$ cat src/sv/rcfr_pkg.sv
// Shared types, constants and the CRC-16 byte update for the repetition-coded frame receiver.
package rcfr_pkg;

    localparam int REPEAT_FACTOR_DEFAULT = 5;

    localparam logic [7:0]  START_BYTE_RESET = 8'h7E;
    localparam logic [7:0]  MAX_LENGTH_RESET = 8'd64;
    localparam logic [15:0] CRC_INIT         = 16'hFFFF;
    localparam logic [15:0] CRC_POLY         = 16'h1021;

    // Configuration register indexes.
    localparam logic CFG_START_BYTE = 1'b0;
    localparam logic CFG_MAX_LENGTH = 1'b1;

    typedef enum logic [1:0] {
        KIND_DATA      = 2'd0,
        KIND_OK        = 2'd1,
        KIND_CRC_ERR   = 2'd2,
        KIND_FRAME_ERR = 2'd3
    } kind_t;

    typedef struct packed {
        kind_t       kind;
        logic [7:0]  data;
        logic        last;
        logic [15:0] crc_rx;
        logic [15:0] crc_local;
        logic [31:0] ok_total;
        logic [31:0] crc_error_total;
        logic [31:0] framing_error_total;
        logic [31:0] corrected_total;
    } result_t;

    // CRC-16/CCITT-FALSE, one byte, MSB first.
    function automatic logic [15:0] crc_byte(input logic [15:0] crc, input logic [7:0] b);
        logic [15:0] c;
        c = crc ^ {b, 8'h00};
        for (int i = 0; i < 8; i++) begin
            c = c[15] ? ({c[14:0], 1'b0} ^ CRC_POLY) : {c[14:0], 1'b0};
        end
        return c;
    endfunction

endpackage

$ cat src/sv/repetition_coded_frame_receiver.sv
// Top level of the repetition-coded frame receiver: framing, voting, CRC check and output skid.
//
// Usage: raw link bytes arrive on the input channel (in_valid/in_ready/in_byte), one
// transaction per byte. The block hunts for start_byte, then majority-votes every
// REPEAT_FACTOR bytes into one decoded byte: the length, the payload, the CRC low byte
// and the CRC high byte. Each decoded payload byte leaves on the output channel as a
// kind-data transaction; the frame closes with one verdict transaction (frame ok or
// CRC error, last set). A length of zero or above max_length yields a framing-error
// transaction and the hunt restarts. The four 32-bit totals ride on every result.
// Throughput is one input byte per clock while the skid register is empty (in_ready high).
// Each result is registered into the output register, or into the skid while the receiver stalls.
// The output register is backed by a one-entry skid register, so one more result can
// be taken in while the receiver stalls; in_ready falls only
// when both are full and rises again as soon as the receiver takes a result.
// The configuration port (cfg_valid/cfg_ready/cfg_index/cfg_data) is always ready and
// should be written only while no frame is in progress.
// Reset puts the block in the hunt with start_byte 0x7E, max_length 64 and all totals
// at zero; the output and skid registers come up empty.
module repetition_coded_frame_receiver #(
    parameter int REPEAT_FACTOR = rcfr_pkg::REPEAT_FACTOR_DEFAULT
) (
    input  logic        clk,
    input  logic        rst_n,

    input  logic        cfg_valid,
    output logic        cfg_ready,
    input  logic        cfg_index,
    input  logic [7:0]  cfg_data,

    input  logic        in_valid,
    output logic        in_ready,
    input  logic [7:0]  in_byte,

    output logic        out_valid,
    input  logic        out_ready,
    output logic [1:0]  result_kind,
    output logic [7:0]  data_byte,
    output logic        last,
    output logic [15:0] crc_received,
    output logic [15:0] crc_computed,
    output logic [31:0] ok_total,
    output logic [31:0] crc_error_total,
    output logic [31:0] framing_error_total,
    output logic [31:0] corrected_total
);

    localparam int PW = $clog2(REPEAT_FACTOR);
    localparam int SW = $clog2(REPEAT_FACTOR - 1);
    localparam logic [PW-1:0] POS_LAST = PW'(REPEAT_FACTOR - 1);

    // One-hot receive mode.
    typedef enum logic [2:0] {
        MODE_HUNT = 3'b001,
        MODE_LEN  = 3'b010,
        MODE_BODY = 3'b100
    } mode_t;

    // Configuration registers.
    logic [7:0] start_byte_reg;
    logic [7:0] max_length_reg;

    // Frame state.
    mode_t       mode_reg,         mode_next;
    logic [PW-1:0] vote_pos_reg,   vote_pos_next;
    logic [7:0]  frame_length_reg, frame_length_next;
    logic [8:0]  group_index_reg,  group_index_next;
    logic [15:0] crc_reg,          crc_next;
    logic [7:0]  crc_low_reg,      crc_low_next;
    logic [31:0] ok_reg,           ok_next;
    logic [31:0] crc_err_reg,      crc_err_next;
    logic [31:0] frame_err_reg,    frame_err_next;
    logic [31:0] corrected_reg,    corrected_next;

    // Earlier copies of the current group; the last copy is taken straight from the input.
    logic [REPEAT_FACTOR-2:0][7:0] store_reg;
    logic                          store_we;

    logic [REPEAT_FACTOR-1:0][7:0] copies;
    logic [7:0]                    voted;
    logic [3:0]                    disagree;

    rcfr_pkg::result_t res;
    logic              res_valid;

    // Output register and its skid register.
    rcfr_pkg::result_t out_reg;
    rcfr_pkg::result_t skid_reg;
    logic              out_valid_reg;
    logic              skid_valid_reg;
    logic              out_load_skid;
    logic              out_load_res;
    logic              skid_load;

    logic in_fire;
    logic out_fire;

    assign cfg_ready = 1'b1;
    assign in_ready  = ~skid_valid_reg;
    assign in_fire   = in_valid & in_ready;
    assign out_fire  = out_valid_reg & out_ready;

    assign copies = {in_byte, store_reg};

    rcfr_vote #(
        .REPEAT_FACTOR(REPEAT_FACTOR)
    ) u_vote (
        .copies         (copies),
        .decoded        (voted),
        .disagree_count (disagree)
    );

    always_ff @(posedge clk or negedge rst_n) begin
        if (!rst_n) begin
            start_byte_reg <= rcfr_pkg::START_BYTE_RESET;
            max_length_reg <= rcfr_pkg::MAX_LENGTH_RESET;
        end
        else if (cfg_valid) begin
            unique case (cfg_index)
                rcfr_pkg::CFG_START_BYTE: start_byte_reg <= cfg_data;
                rcfr_pkg::CFG_MAX_LENGTH: max_length_reg <= cfg_data;
                default: ;
            endcase
        end
    end

    // Per-byte framing logic. All of it settles within the accepting cycle.
    always_comb begin
        mode_next         = mode_reg;
        vote_pos_next     = vote_pos_reg;
        frame_length_next = frame_length_reg;
        group_index_next  = group_index_reg;
        crc_next          = crc_reg;
        crc_low_next      = crc_low_reg;
        ok_next           = ok_reg;
        crc_err_next      = crc_err_reg;
        frame_err_next    = frame_err_reg;
        corrected_next    = corrected_reg;
        store_we          = 1'b0;
        res_valid         = 1'b0;
        res               = '0;
        res.kind          = rcfr_pkg::KIND_DATA;

        if (in_fire) begin
            unique case (mode_reg) inside
                MODE_LEN, MODE_BODY:
                begin
                    if (vote_pos_reg != POS_LAST) begin
                        store_we      = 1'b1;
                        vote_pos_next = vote_pos_reg + 1'b1;
                    end
                    else begin
                        vote_pos_next  = '0;
                        corrected_next = corrected_reg + 32'(disagree);
                        if (mode_reg == MODE_LEN) begin
                            if (voted == 8'd0 || voted > max_length_reg) begin
                                frame_err_next    = frame_err_reg + 32'd1;
                                mode_next         = MODE_HUNT;
                                frame_length_next = '0;
                                group_index_next  = '0;
                                crc_next          = rcfr_pkg::CRC_INIT;
                                crc_low_next      = '0;
                                res_valid         = 1'b1;
                                res.kind          = rcfr_pkg::KIND_FRAME_ERR;
                                res.last          = 1'b1;
                            end
                            else begin
                                frame_length_next = voted;
                                group_index_next  = '0;
                                crc_next          = rcfr_pkg::CRC_INIT;
                                mode_next         = MODE_BODY;
                            end
                        end
                        else if (group_index_reg < {1'b0, frame_length_reg}) begin
                            crc_next         = rcfr_pkg::crc_byte(crc_reg, voted);
                            group_index_next = group_index_reg + 9'd1;
                            res_valid        = 1'b1;
                            res.kind         = rcfr_pkg::KIND_DATA;
                            res.data         = voted;
                        end
                        else if (group_index_reg == {1'b0, frame_length_reg}) begin
                            crc_low_next     = voted;
                            group_index_next = group_index_reg + 9'd1;
                        end
                        else begin
                            // CRC high byte: close the frame with a verdict.
                            res_valid     = 1'b1;
                            res.last      = 1'b1;
                            res.crc_rx    = {voted, crc_low_reg};
                            res.crc_local = crc_reg;
                            if ({voted, crc_low_reg} == crc_reg) begin
                                ok_next  = ok_reg + 32'd1;
                                res.kind = rcfr_pkg::KIND_OK;
                            end
                            else begin
                                crc_err_next = crc_err_reg + 32'd1;
                                res.kind     = rcfr_pkg::KIND_CRC_ERR;
                            end
                            mode_next         = MODE_HUNT;
                            frame_length_next = '0;
                            group_index_next  = '0;
                            crc_next          = rcfr_pkg::CRC_INIT;
                            crc_low_next      = '0;
                        end
                    end
                end
                default:
                begin
                    // Hunt; a start byte opens the length group.
                    if (in_byte == start_byte_reg) begin
                        mode_next     = MODE_LEN;
                        vote_pos_next = '0;
                    end
                end
            endcase
        end

        res.ok_total            = ok_next;
        res.crc_error_total     = crc_err_next;
        res.framing_error_total = frame_err_next;
        res.corrected_total     = corrected_next;
    end

    always_ff @(posedge clk or negedge rst_n) begin
        if (!rst_n) begin
            mode_reg         <= MODE_HUNT;
            vote_pos_reg     <= '0;
            frame_length_reg <= '0;
            group_index_reg  <= '0;
            crc_reg          <= rcfr_pkg::CRC_INIT;
            crc_low_reg      <= '0;
            ok_reg           <= '0;
            crc_err_reg      <= '0;
            frame_err_reg    <= '0;
            corrected_reg    <= '0;
        end
        else begin
            mode_reg         <= mode_next;
            vote_pos_reg     <= vote_pos_next;
            frame_length_reg <= frame_length_next;
            group_index_reg  <= group_index_next;
            crc_reg          <= crc_next;
            crc_low_reg      <= crc_low_next;
            ok_reg           <= ok_next;
            crc_err_reg      <= crc_err_next;
            frame_err_reg    <= frame_err_next;
            corrected_reg    <= corrected_next;
        end
    end

    always_ff @(posedge clk) begin
        if (store_we) begin
            store_reg[vote_pos_reg[SW-1:0]] <= in_byte;
        end
    end

    // The output register refills from the skid first; a new result only lands in the
    // skid while the output register is held by the receiver.
    always_comb begin
        out_load_skid = 1'b0;
        out_load_res  = 1'b0;
        skid_load     = 1'b0;
        if (out_fire || !out_valid_reg) begin
            if (skid_valid_reg) begin
                out_load_skid = 1'b1;
            end
            else if (res_valid) begin
                out_load_res = 1'b1;
            end
        end
        else if (res_valid) begin
            skid_load = 1'b1;
        end
    end

    always_ff @(posedge clk or negedge rst_n) begin
        if (!rst_n) begin
            out_valid_reg  <= 1'b0;
            skid_valid_reg <= 1'b0;
        end
        else begin
            if (out_fire || !out_valid_reg) begin
                out_valid_reg <= out_load_skid | out_load_res;
            end
            if (out_load_skid) begin
                skid_valid_reg <= 1'b0;
            end
            else if (skid_load) begin
                skid_valid_reg <= 1'b1;
            end
        end
    end

    always_ff @(posedge clk) begin
        if (out_load_skid) begin
            out_reg <= skid_reg;
        end
        else if (out_load_res) begin
            out_reg <= res;
        end
        if (skid_load) begin
            skid_reg <= res;
        end
    end

    assign out_valid           = out_valid_reg;
    assign result_kind         = out_reg.kind;
    assign data_byte           = out_reg.data;
    assign last                = out_reg.last;
    assign crc_received        = out_reg.crc_rx;
    assign crc_computed        = out_reg.crc_local;
    assign ok_total            = out_reg.ok_total;
    assign crc_error_total     = out_reg.crc_error_total;
    assign framing_error_total = out_reg.framing_error_total;
    assign corrected_total     = out_reg.corrected_total;

endmodule

$ cat src/sv/rcfr_vote.sv
// Bitwise majority vote over one group of repeated byte copies, with a disagreement count.
module rcfr_vote #(
    parameter int REPEAT_FACTOR = rcfr_pkg::REPEAT_FACTOR_DEFAULT
) (
    input  logic [REPEAT_FACTOR-1:0][7:0] copies,
    output logic [7:0]                    decoded,
    output logic [3:0]                    disagree_count
);

    localparam int CW   = $clog2(REPEAT_FACTOR + 1);
    localparam int HALF = REPEAT_FACTOR / 2;

    logic [7:0][CW-1:0] ones;
    logic [7:0]         any_one;
    logic [7:0]         all_one;

    always_comb begin
        for (int b = 0; b < 8; b++) begin
            ones[b]    = '0;
            any_one[b] = 1'b0;
            all_one[b] = 1'b1;
            for (int k = 0; k < REPEAT_FACTOR; k++) begin
                ones[b]    = ones[b] + CW'(copies[k][b]);
                any_one[b] = any_one[b] | copies[k][b];
                all_one[b] = all_one[b] & copies[k][b];
            end
            decoded[b] = (ones[b] > CW'(HALF));
        end
    end

    // A bit position counts as corrected when its copies are not all equal.
    always_comb begin
        disagree_count = '0;
        for (int b = 0; b < 8; b++) begin
            disagree_count = disagree_count + 4'(any_one[b] & ~all_one[b]);
        end
    end

endmodule

$ cat config.mk
export PLATFORM = sky130hd
export DESIGN_NAME = repetition_coded_frame_receiver
export DESIGN_NICKNAME = d
export VERILOG_FILES = /design/src/sv/rcfr_pkg.sv /design/src/sv/repetition_coded_frame_receiver.sv /design/src/sv/rcfr_vote.sv
export SDC_FILE = /design/constraint.sdc
export NUM_CORES = 1
export LEC_CHECK = 0
export BUFFER_PORTS_ARGS = -buffer_cell sky130_fd_sc_hd__buf_2
export CAP_MARGIN = 20
export CORE_MARGIN = 5
export CORE_UTILIZATION = 45
export CTS_BUF_LIST = sky130_fd_sc_hd__clkbuf_4 sky130_fd_sc_hd__clkbuf_8
export DETAILED_ROUTE_END_ITERATION = 8
export PLACE_DENSITY = 0.64
export SYNTH_ARGS = -nofsm -noshare
export SYNTH_HDL_FRONTEND = slang
export SYNTH_SLANG_ARGS = --single-unit
$ cat constraint.sdc
create_clock -name clk -period 37 [get_ports clk]
set_clock_uncertainty 0.2 [all_clocks]
set_input_delay 3.7 -clock clk [delete_from_list [all_inputs] [get_ports clk]]
set_output_delay 3.7 -clock clk [all_outputs]
set_load 0.03 [all_outputs]
=== Word-level counts from Yosys, hierarchy flattened ===
Index checks and enable logic that the tools add are counted.

* ROM bits: 0
* Latch bits: 0
* Register bits: 567
* Bits in writable memories: 0
* Bits of input ports: 22
* Output and inout port bits: 174
* Memories kept: 0

* Equality and inequality tests: 13
* Order comparisons: 12
* Muxes and demuxes: 91
* $add $sub $neg: 45
* Multiply operators: 0
* Reduce and logical (&&, ||, !) cells: 17
* Bitwise logic cells: 95
* Div/mod/pow operators: 0
* Shift operators: 0

{| class="wikitable"
|+ Operators with widths
! kind !! count
|-
| $mux 32 || 23
|-
| $mux 171 || 2
|-
| $mux 43 || 3
|-
| $mux 13 || 8
|-
| $add 32x1->32 const B || 3
|-
| $mux 8 || 11
|-
| $add 3x1->3 || 24
|-
| $mux 33 || 2
|-
| $mux 16 || 3
|-
| $and 1x1->1 || 34
|-
| $or 1x1->1 || 33
|-
| $add 32x4->32 || 1
|-
| $and 1x4->4 || 8
|-
| $bwmux 32 || 1
|-
| $not 1->4 || 8
|-
| $mux 3 || 10
|-
| $add 4x4->4 || 7
|-
| $mux 9 || 3
|-
| $gt 3x2->1 const B || 8
|-
| $not 3->3 || 8
|-
| $mux 1 || 19
|-
| $add 1x1->2 || 8
|-
| $demux 8 s2 || 1
|-
| $eq 16x16->1 || 1
|-
| other kinds (26) || 44
|}

=== Longest topological paths before layout ===
* Depth in word-level cells: 24
* Depth in mapped cells: 19
* Depth with buffers taken out: 18

=== Hierarchy ===
Synthesis repeated with hierarchy kept, for this count alone.

* Cells, all modules: 1826
* Area total of the unflattened synthesis: 25122.8 µm²

{| class="wikitable"
|+ Modules (own cells, without submodules)
! module !! sequential area each (µm²) !! area each (µm²) !! cells an instance !! times used
|-
| repetition_coded_frame_receiver || 16090.4 || 23825.4 || 1682 || 1
|-
| rcfr_vote || 0.0 || 1297.5 || 144 || 1
|}

=== Worst setup path after synthesis ===
No wires, ideal clock.

* Kind: input to register
* Start point: input port in_byte[2]
* End point: register skid_reg[0] (netlist bit), enable pin
* Required time: 35.889 ns
* Cell stages on the path: 16
* Slack: 17.667 ns
* Arrival: 18.221 ns
* Path buffers: 2
* Setup time: 0.911 ns
* Path through: inv_1 -> fa_1 -> inv_1 -> ha_1 -> fa_1 -> a21oi_1 -> inv_1 -> ha_1 -> nand4_1 -> nor2_1 -> a211o_1 -> clkbuf_1 -> buf_1 -> nand3_1 -> nor2_1 -> nor3_1

* Word-level cells in the longest chain between the ends: 11
* Elaborated cells on any way between the ends: 12
* Those cells by class: 1 x add/sub; 2 x order compare; 7 x mux; 2 x reduce/logical

{| class="wikitable"
|+ Ends and longest elaborated chain
! what !! RTL line !! RTL
|-
| start, declared || repetition_coded_frame_receiver.sv:32 || <nowiki>input logic [7:0] in_byte,</nowiki>
|-
| $add 3x1->3 (*) || rcfr_vote.sv:23 || <nowiki>ones[b] = ones[b] + CW'(copies[k][b]);</nowiki>
|-
| $gt 3x2->1 (*) || rcfr_vote.sv:27 || <nowiki>decoded[b] = (ones[b] > CW'(HALF));</nowiki>
|-
| $gt 8x8->1 or $logic_not 8->1 (tied branches) || repetition_coded_frame_receiver.sv:155 || <nowiki>if (voted == 8'd0 || voted > max_length_reg) begin</nowiki>
|-
| $logic_or 1x1->1 (*) || repetition_coded_frame_receiver.sv:155 ||
|-
| $mux 1 (*) || repetition_coded_frame_receiver.sv:155 ||
|-
| $mux 1 (*) || repetition_coded_frame_receiver.sv:154 || <nowiki>if (mode_reg == MODE_LEN) begin</nowiki>
|-
| $mux 1 (*) || repetition_coded_frame_receiver.sv:147 || <nowiki>if (vote_pos_reg != POS_LAST) begin</nowiki>
|-
| $mux 1 (*) || repetition_coded_frame_receiver.sv:144 || <nowiki>unique case (mode_reg) inside</nowiki>
|-
| $mux 1 (*) || repetition_coded_frame_receiver.sv:143 || <nowiki>if (in_fire) begin</nowiki>
|-
| $mux 1 (*) || repetition_coded_frame_receiver.sv:270 || <nowiki>else if (res_valid) begin</nowiki>
|-
| $mux 1 (*) || repetition_coded_frame_receiver.sv:262 || <nowiki>if (out_fire || !out_valid_reg) begin</nowiki>
|-
| via skid_load || repetition_coded_frame_receiver.sv:92 || <nowiki>logic skid_load;</nowiki>
|-
| end signal, assigned || repetition_coded_frame_receiver.sv:301 || <nowiki>skid_reg <= res;</nowiki>
|-
| end, declared || repetition_coded_frame_receiver.sv:87 || <nowiki>rcfr_pkg::result_t skid_reg;</nowiki>
|}

Mark *: on every way through the listed nets, which the timed path passes. The rest lies on a longest branch.
A chain may end at the register's enable or synchronous reset.

=== Worst setup path after layout ===
* Start point: input port in_byte[7]
* End point: register out_reg, in the netlist crc_computed[6], enable pin

* Word-level cells in the longest chain between the ends: 13
* Elaborated cells on any way between the ends: 14
* Those cells by class: 1 x add/sub; 2 x order compare; 8 x mux; 3 x reduce/logical

{| class="wikitable"
|+ Ends and longest elaborated chain
! what !! RTL line !! RTL
|-
| $add 3x1->3 (*) || rcfr_vote.sv:23 ||
|-
| $gt 3x2->1 (*) || rcfr_vote.sv:27 ||
|-
| $gt 8x8->1 or $logic_not 8->1 (tied branches) || repetition_coded_frame_receiver.sv:155 ||
|-
| $logic_or 1x1->1 (*) || repetition_coded_frame_receiver.sv:155 ||
|-
| $mux 1 (*) || repetition_coded_frame_receiver.sv:155 ||
|-
| $mux 1 (*) || repetition_coded_frame_receiver.sv:154 ||
|-
| $mux 1 (*) || repetition_coded_frame_receiver.sv:147 ||
|-
| $mux 1 (*) || repetition_coded_frame_receiver.sv:144 ||
|-
| $mux 1 (*) || repetition_coded_frame_receiver.sv:143 ||
|-
| $mux 1 (*) || repetition_coded_frame_receiver.sv:266 || <nowiki>else if (res_valid) begin</nowiki>
|-
| $mux 1 (*) || repetition_coded_frame_receiver.sv:263 || <nowiki>if (skid_valid_reg) begin</nowiki>
|-
| $mux 1 (*) || repetition_coded_frame_receiver.sv:262 ||
|-
| $reduce_bool 2->1 (no line) (*) || n/a ||
|-
| end signal, assigned || repetition_coded_frame_receiver.sv:295 || <nowiki>out_reg <= skid_reg;</nowiki>
|-
| end signal, assigned || repetition_coded_frame_receiver.sv:298 || <nowiki>out_reg <= res;</nowiki>
|-
| end, declared || repetition_coded_frame_receiver.sv:86 || <nowiki>rcfr_pkg::result_t out_reg;</nowiki>
|}

Mark *: on every way between the ends. The rest lies on a longest branch, timed or not.

==> flow_summary_export.csv <==
group,metric,value,unit
final_layout,synthToLayoutAreaGrowth,15.9,%
drt,routed_wl,57.6,mm
clock_tree,clk_pin_slew,0.06,ns
power_and_ir_drop,p_switching,512,uW
yosys,synth_seq_cells,567,
power_and_ir_drop,intPower,1190,uW
drt,num_vias,16184,
yosys,yosysSeqAreaShare,0.641,
setup_path,cp_common_cell,"inv_1",
setup_path,cpLargestDelayFamily,"buffers and inverters",
die,core,55200,sq um
drt,viasPerCell,5.41,
setup_path,reg2regPathDepth,17,
grt,antenna_found_initial,2,
placement,gp_congestion,0.838,
grt,grt_pass1_vias,16188,
final_layout,drive_gt1_frac,0.238,
power_and_ir_drop,p_comb_frac,0.198,
setup_path,required,37.07,ns
clock_tree,cts_hold_buf,0,
final_layout,nFillCells,4708,
hold_path,hold_end,"crc_reg[14]",
setup_path,crit_slowest_cell,"buf_4",
clock_tree,postCtsSetupBuffers,0,
timing,min_period,10.02,ns
grt,grt-ovfl-total,0,
timing,setup_tns,0,ns
yosys,syn_nets,2020,
hold_path,hold_start,"crc_reg[14]",
setup_path,crit_path_max_incr_delay,0.90,ns
yosys,synth_edf_count,374,
yosys,syn-cell-area,25100,sq um
power_and_ir_drop,leakagePower,0.0130,uW
run,maxCapViolCount,0,
yosys,dominantRegCellSynth,"edfxtp_1",
setup_path,cp-start-kind,"input pin",
clock_tree,cts_tree,"done",
timing,setup_viol,0,
setup_path,reg2reg_slack,29.60,ns
drt,drt_iter0_markers,1099,
final_layout,largest_register_ffs,171,
timing,max_freq,99.8,MHz
status,outcome,"finished, final reports clean",
clock_tree,clk_latency,0.69,ns
grt,grt_max_degree,91,
power_and_ir_drop,pwr-share-seq,0.445,
yosys,synth_warnings,0,
timing,slew_headroom,0.254,
power_and_ir_drop,clkPwrFrac,0.357,
yosys,syn-mean-instance-area,13.1,sq um
yosys,synthDistinctLibCells,66,
die,num_io_pins,196,
clock_tree,clkSinkCount,567,
drt,wl_per_cell,19.2,microns
placement,port_buffers,194,
clock_tree,cts-root-buf,"clkbuf_8",
hold_path,hp-class,"flip-flop to flip-flop",
die,rows,86,
clock_tree,htree_levels,3,
drt,firstDrtPassIters,5,
placement,hpwl,38.7,mm
timing,drv_slew,0,
timing,fin_crit_sh,0.271,
die,die_h,246,microns
setup_path,crit_type,"input pin to flip-flop",
die,start_util,0.455,
die,fp.dieW,246,microns
setup_path,path_max_fanout,77,
die,die-area,60600,sq um
setup_path,path_buf_inv,6,
clock_tree,cts_resized,0,
setup_path,r2r_start,"copies[6]",
clock_tree,clockBufferDepth,3,
timing,hold_viol_final,0,
drt,antenna_left,0,
yosys,async_reset_ff_frac,0.340,
setup_path,worst_ep_arrival_time,10.09,ns
power_and_ir_drop,powerDensity,58.7,nW/um^2
power_and_ir_drop,vdd_drop_max,0.0332,mV
power_and_ir_drop,swShare,0.300,
final_layout,fin_nets,2260,
grt,grt_pass1_wl,90.9,mm
timing,tightestPinTransition,1.12,ns
drt,drc,0,
hold_path,holdPathStages,2,
timing,rsz0062_at_grt,"false",
setup_path,path_cells,"buf_2 -> inv_1 -> fa_1 -> inv_1 -> ha_1 -> fa_1 -> a21oi_2 -> inv_1 -> ha_1 -> nand4_1 -> a211o_1 -> nand4_1 -> a21oi_1 -> a21oi_4 -> buf_4 -> buf_4",
clock_tree,cts_made_buffers,95,
grt,grt_use_total,0.189,
setup_path,rr_endpoint,"crc_computed[6]",
setup_path,end_kind,"flip-flop",
power_and_ir_drop,finalPower,1710,uW
yosys,synth_cells,1922,
==> placed cells by master (no fill, tap or decap), types with 22 or more instances in the layout <==
master	n
xnor2_1	61
mux2_2	98
dfrtp_1	169
clkbuf_8	114
nand4_1	63
nor2_1	131
a21o_1	49
xor2_1	54
o21ai_0	56
and2_1	32
a311oi_1	33
or3_1	22
buf_2	193
inv_1	120
buf_4	22
nand3_1	51
ha_1	55
nand2_1	149
edfxtp_1	374
a31oi_1	70
dfstp_2	24
==> worst max path at each step <==
stage / cells after the start / startpoint / endpoint
final: 16 / in_byte[7] / crc_computed[6]
after detailed placement: 16 / in_byte[4] / ok_total[28]
after global placement: 16 / in_byte[6] / crc_received[13]
after CTS: 16 / in_byte[4] / crc_computed[6]
after floorplan: 16 / in_byte[2] / skid_reg[0]
after global routing: 16 / in_byte[6] / crc_received[6]
==> Yosys cell counts, types with 55 or more instances <==
master | count | area, sq um
a31oi_1 | 70 | 438
clkbuf_1 | 67 | 251
dfrtp_1 | 169 | 4230
edfxtp_1 | 374 | 11200
ha_1 | 55 | 688
inv_1 | 120 | 450
mux2_2 | 98 | 1100
nand2_1 | 150 | 563
nand4_1 | 63 | 394
nor2_1 | 131 | 492
o21ai_0 | 56 | 280
xnor2_1 | 61 | 534
==> metrics by stage <==
stage / util / setup slack [ns] / hold slack [ns] / cell area [sq um] / instances
after CTS: 0.527 / 26.94 / 0.291 / 29100 / 2991
after detailed placement: 0.488 / 26.21 / 0.281 / 27000 / 2812
after global placement: 0.488 / 26.54 / 0.279 / 27000 / 2812
final: 0.527 / 26.98 / 0.290 / 29100 / 2993
after global routing: 0.527 / 26.52 / 0.314 / 29100 / 2993
after floorplan: - / 17.67 / 0.246 / 25100 / 1922
==> tightest hold or removal path, cell delays in order (launching register included) <==
cell and delay (ns):
dfstp_2 0.39, nand2_1 0.06, nand2_1 0.04
==> cell type report <==
cell class                      count  area, sq um  area share
Sequential cell                   567        16100       0.553
Multi-Input combinational cell   1162         8340       0.287
Clock buffer                      134         1710      0.0589
Timing Repair Buffer              216         1140      0.0394
Tap cell                          748          936      0.0322
Inverter                          120          450      0.0155
Clock inverter                     45          412      0.0142
Antenna cell                        1         2.50   0.0000860
==> power by group through the flow <==
| stage | clock, uW | sequential, uW | combinational [uW] |
|---|---|---|---|
| global placement | 0 | 772 | 327 |
| detailed placement | 0 | 772 | 337 |
| CTS | 626 | 760 | 339 |
| global route | 655 | 765 | 370 |
| floorplan | 0 | 799 | 215 |
| finish | 609 | 760 | 337 |
==> metal layers <==
| metal | track usage | part of all wire |
|---|---|---|
| met1 | 0.262 | 0.45 |
| met2 | 0.306 | 0.48 |
| met3 | 0.0342 | 0.054 |
| met4 | 0.0564 | 0.021 |
| met5 | 0 | 0.00021 |
==> logic make-up after synthesis <==
| family | Yosys count | synth area share |
|---|---|---|
| compound gates | 290 | 0.0819 |
| xor+xnor | 116 | 0.0408 |
| fa+ha+maj | 76 | 0.0442 |
| buf+inv | 193 | 0.0297 |
| flops | 567 | 0.641 |
| mux | 98 | 0.0440 |
| other cells | 1 | 0.000149 |
| simple gates | 581 | 0.118 |
No activity file was read; power rests on OpenSTA's default activity.
